File: src/rtl/affine_tiled_background_pixel_fetch_defines.svh
// Assertion macros shared by the pixel fetch RTL.
`ifndef AFFINE_TILED_BACKGROUND_PIXEL_FETCH_DEFINES_SVH
`define AFFINE_TILED_BACKGROUND_PIXEL_FETCH_DEFINES_SVH

// Same-cycle implication, checked on clk, off during reset.
`define ATBG_ASSERT_NOW(label, ante, cons, msg) \
	label: assert property (@(posedge clk) disable iff (!arst_n) (ante) |-> (cons)) \
		else $error(msg);

// Next-cycle implication, checked on clk, off during reset.
`define ATBG_ASSERT_NEXT(label, ante, cons, msg) \
	label: assert property (@(posedge clk) disable iff (!arst_n) (ante) |=> (cons)) \
		else $error(msg);

`endif

File: src/rtl/atbg_ram.sv
// Generic single-port RAM with enable and registered read.
module atbg_ram #(
	parameter int WIDTH = 8,
	parameter int DEPTH = 256
) (
	input  logic                     clk,
	input  logic                     en,
	input  logic                     we,
	input  logic [$clog2(DEPTH)-1:0] addr,
	input  logic [WIDTH-1:0]         wdata,
	output logic [WIDTH-1:0]         rdata
);

	logic [WIDTH-1:0] mem [DEPTH];

	// Read data holds whenever en is low, so a stalled stage keeps its word.
	always_ff @(posedge clk) begin
		if (en) begin
			if (we) begin
				mem[addr] <= wdata;
			end else begin
				rdata <= mem[addr];
			end
		end
	end

endmodule

File: config.mk
export PLATFORM = sky130hd
export DESIGN_NAME = atbg_ram
export DESIGN_NICKNAME = d
export VERILOG_FILES = /design/src/rtl/affine_tiled_background_pixel_fetch_defines.svh /design/src/rtl/atbg_ram.sv
export SDC_FILE = /design/constraint.sdc
export NUM_CORES = 2
export LEC_CHECK = 0
export BUFFER_PORTS_ARGS = -buffer_cell sky130_fd_sc_hd__buf_2
export CORE_ASPECT_RATIO = 0.5
export CORE_UTILIZATION = 55
export CTS_BUF_LIST = sky130_fd_sc_hd__clkbuf_16
export CTS_CLUSTER_SIZE = 24
export DETAILED_ROUTE_END_ITERATION = 10
export PLACE_DENSITY = 0.7
export SKIP_CTS_REPAIR_TIMING = 1
export SLEW_MARGIN = 40
export SYNTH_ARGS = -nofsm -noshare
export SYNTH_HDL_FRONTEND = slang
export SYNTH_SLANG_ARGS = --single-unit
File: constraint.sdc
create_clock -name clk -period 3.05 [get_ports clk]
set_clock_uncertainty 0.2 [all_clocks]
set_input_delay 0.305 -clock clk [delete_from_list [all_inputs] [get_ports clk]]
set_output_delay 0.305 -clock clk [all_outputs]
set_load 0.03 [all_outputs]
## Word-level counts from Yosys, hierarchy flattened

Memory sizes are Yosys's and may differ from the RTL's. A register that Yosys moved wholly into a read port is not among the register bits.
Index checks and enable logic that the tools add are counted.

- Register bits: 0
- Input bits: 19
- Bits in read-only memories: 0
- Memories: 1
- Output and inout bits: 8
- Bits in latches: 0
- Memory bits (writable): 2,048
- Logic and storage cells: 6

- Bitwise logic cells: 1
- $lt $le $gt $ge: 0
- Div/mod/pow operators: 0
- Shift-type cells: 0
- Mux-type cells: 3
- Equality and inequality tests: 0
- $add $sub $neg: 0
- $mul: 0
- Reduce and logical (&&, ||, !) cells: 1

Memory list:

| name | words | bits a word | rd ports | clocked after Yosys merged registers in | write ports | RTL line | RTL |
|---|---|---|---|---|---|---|---|
| mem | 256 | 8 | 1 | 1 | 1 | atbg_ram.sv:14 | `logic [WIDTH-1:0] mem [DEPTH];` |

Operator list:

| kind | number |
|---|---|
| 2-to-1 mux 1 bit | 3 |
| AND reduction 2 bit | 1 |
| NOT 1 bit | 1 |

## Logic depth before layout (Yosys ltp)

- Depth after elaboration: 3
- Depth in mapped cells: 9
- Depth with buffers taken out: 5

## Worst setup path before layout

Ideal clock, no wire load.

- Path type: input to register
- From: input port addr[0]
- To: memory mem[117][0], enable pin
- Data arrival time: 2.230 ns
- Path buffers: 5
- Setup time: 0.370 ns
- Cell stages on the path: 8
- Setup slack: 0.250 ns
- Required time: 2.480 ns
- Cell sequence: buf_2 buf_6 buf_2 buf_2 nor3b_1 nand2_1 clkbuf_1 nor2_1

RTL lines:

| element | RTL line | RTL |
|---|---|---|
| start: declaration | atbg_ram.sv:9 | `input logic [$clog2(DEPTH)-1:0] addr,` |
| end: declaration | atbg_ram.sv:14 |  |

Straight into the memory's write port.

==> summary.md <==
| Metric | Value |
|---|---|
| Max cap viols | `0` |
| Final number of setup-violating endpoints | `0` |
| Max incr delay on CP | `740 ps` |
| Startpoint Class | `flip-flop` |
| Vias in the first global route | `39500` |
| Area after DPL | `85200 µm²` |
| EDFF count, synth | `2056` |
| Clock-pin slew on the worst setup and hold paths | `70 ps` |
| Synth area leaders | `edfxtp_1 79%, mux4_2 15%, a22oi_1 2.5%, nor2_1 1.2%, a21oi_1 0.82%` |
| Slew Limit Fails | `0` |
| Floorplan row count | `97` |
| Peak Freq | `343 MHz` |
| CTS Sinks | `2056` |
| Avg Inst Size Synth | `22.2 µm²` |
| Die footprint | `144000 µm²` |
| Crit path max fanout | `2` |
| FF-to-FF Start | `mem[10][0]` |
| RR Endpoint | `rdata[0]` |
| Async set-reset flop share out of synthesis | `0%` |
| Pwr/cell area | `608 nW/µm²` |
| Crit. End Element | `flip-flop` |
| CP delay by family, top | `compound AO/OA/AOI/OAI gates` |
| Gr busiest metal | `met2` |
| Worst path arrival time | `3260 ps` |
| Final min period | `2910 ps` |
| Mapped Cells | `3526` |
| CTS tree | `yes` |
| Vias per std cell | `6.49` |
| Gpl congestion | `0.857` |
| RSZ-0062 raised after global routing | `no` |
| Grt met2 use | `41.2%` |
| Post-synth top area share | `78.8%` |
| Final Instance Area | `90600 µm²` |
| Routed len/inst | `31.0 µm` |
| DRT Wirelength | `188000 µm` |
| CTS Buf Count | `172` |
| I/O pin cnt | `27` |
| Synth Flop Type | `edfxtp_1` |
| Max-slew headroom at the worst pin | `40.9%` |
| WP data required | `3390 ps` |
| Global-route met1 utilization | `39.7%` |
| Register-to-Register Path Depth | `6` |
| Met3 usage | `5.60%` |
| DRT Pass-1 Iters | `5` |
| Setup TNS | `0 ps` |
| Fillers | `8886` |
| Clk root buf | `clkbuf_16` |
| Die H | `269 µm` |
| Hold path depth | `4` |
| Seq/Total Area, Yosys | `78.8%` |
| R2R setup slack | `140 ps` |
| NumNets Final | `4083` |
| Via count | `39500` |
| Drt first-iter violations | `5160` |
| H-tree depth | `4` |
| Clk buf depth | `3` |
| Port Buf Inserts | `26` |
| Detailed placement HPWL | `117000 µm` |
| Number of synthesis warnings | `0` |
| First-pass GRT wire length | `274000 µm` |
| Post-synthesis cell type count | `21` |
| Layout area overhead | `15.6%` |
| Crit path max-delay cell type | `o41ai_2` |
| Min-Delay Endpoint | `mem[247][3]` |
| Ratio of cells with drive above 1 in the final layout | `32.4%` |
| P_leak | `28.8 nW` |
| Synth area leader | `edfxtp_1` |
| WS Path Type | `reg2reg` |
| Most common cell in the netlist | `edfxtp_1` |
| Total power | `55.0 mW` |
| Hold Path Origin | `addr[4]` |
| Post-synthesis sequential element count | `2056` |
| CP Cell Sequence | `mux4_2 > a22oi_1 > a21oi_1 > o41ai_2 > buf_4 > nand4_1` |
| Post-DRT Antenna Nets | `0` |
| GR Overflow Total | `0` |
| Chip width | `536 µm` |
| Largest net degree at the start of global routing | `119` |
| Post-layout util | `64.4%` |
| Syn Std Cell Area | `78400 µm²` |
| Post-Syn Nets | `3545` |
| Post-route clock period utilization | `95.6%` |
| Initial antenna violation count | `4` |
| Clock latency on the worst-skew pair | `820 ps` |
| Status | `finished clean` |
| Final hold vios | `0` |
| # DRC | `0` |
| Buf+Inv Stages, Crit Path | `1` |
| Type of the most critical hold path | `in2reg` |
| Total GRT Usage | `26.7%` |
| Starting density of the core | `55.7%` |
| Measured slew at the worst slew-check pin | `875 ps` |
| Core area | `141000 µm²` |
| Peak supply drop | `0.495 mV` |
| Post-synth top cells | `2056 x edfxtp_1, 512 x mux4_2, 259 x nor2_1, 256 x a22oi_1, 143 x clkbuf_1` |
## kinds of logic after synthesis
group                  count (synthesis)  share of synthesized area, %
AO/OA/AOI/OAI                        416                          3.63
buffers and inverters                225                          1.28
flip-flops                          2056                          78.8
multiplexers                         512                          14.7
AND/OR/NAND/NOR                      317                          1.61
## where the power goes
group / internal, mW / total [mW] / switching, mW
Combinational: 1.09 / 2.78 / 1.69
Sequential: 31.1 / 31.1 / 0.0183
Clock: 11.4 / 21.2 / 9.75
Total: 43.6 / 55.0 / 11.5
## state kept, by name, indices dropped and copies added, names as in the netlist
signal,cells
mem,2048
rdata,8
## per-stage QoR
| step | setup WS [ps] | cells | hold WS [ps] |
|---|---|---|---|
| after detailed placement | -567 | 5760 | 543 |
| after global routing | 63.8 | 6078 | 131 |
| final | 136 | 6079 | 114 |
| after CTS | 147 | 6067 | -337 |
| after floorplan | 250 | 3526 | 204 |
| after global placement | -1040 | 5758 | 536 |
## cell type report
type / count / area (µm²) / area share (%)
tap: 1881 / 2350 / 2.60
antenna: 1 / 2.50 / 0.00276
multi-input combinational: 1245 / 15800 / 17.4
timing repair buffer: 589 / 5420 / 5.98
clock buffer: 178 / 4450 / 4.92
sequential: 2056 / 61700 / 68.1
clock inverter: 129 / 871 / 0.961
## worst reg2reg max path, cell delays in order, from the launching register on
cell and delay, ps:
edfxtp_1 370, mux4_2 460, a22oi_1 310, a21oi_1 250, o41ai_2 740, buf_4 240
nand4_1 90
## cells in the final DEF, fill, tap and decap left out, types with 36 or more instances in the layout
cell type  instances
clkinv_1          36
edfxtp_1        2056
a21oi_1          128
a22oi_1          256
nor2_1           258
clkbuf_16        178
buf_12            74
mux4_2           512
clkinv_2          36
buf_4            476
## worst max path at each step
| stage | start | endpoint | slack, ps | cells past startpoint |
|---|---|---|---|---|
| after floorplan | addr[0] | mem[117][0] | 250 | 8 |
| after global placement | addr[0] | rdata[5] | -1040 | 8 |
| after CTS | mem[47][7] | rdata[7] | 150 | 6 |
| after detailed placement | addr[0] | rdata[7] | -570 | 9 |
| after global routing | mem[107][2] | rdata[2] | 60 | 6 |
| final | mem[10][0] | rdata[0] | 140 | 6 |
## layer usage
metal,wire (µm),up-vias,part of all wire [%]
met4,3630,4,1.9
met5,32,-,0.017
met3,20400,250,11
met1,75700,21000,40
met2,88700,2136,47
li1,-,16100,-
Power figures use the tool's default switching activity.
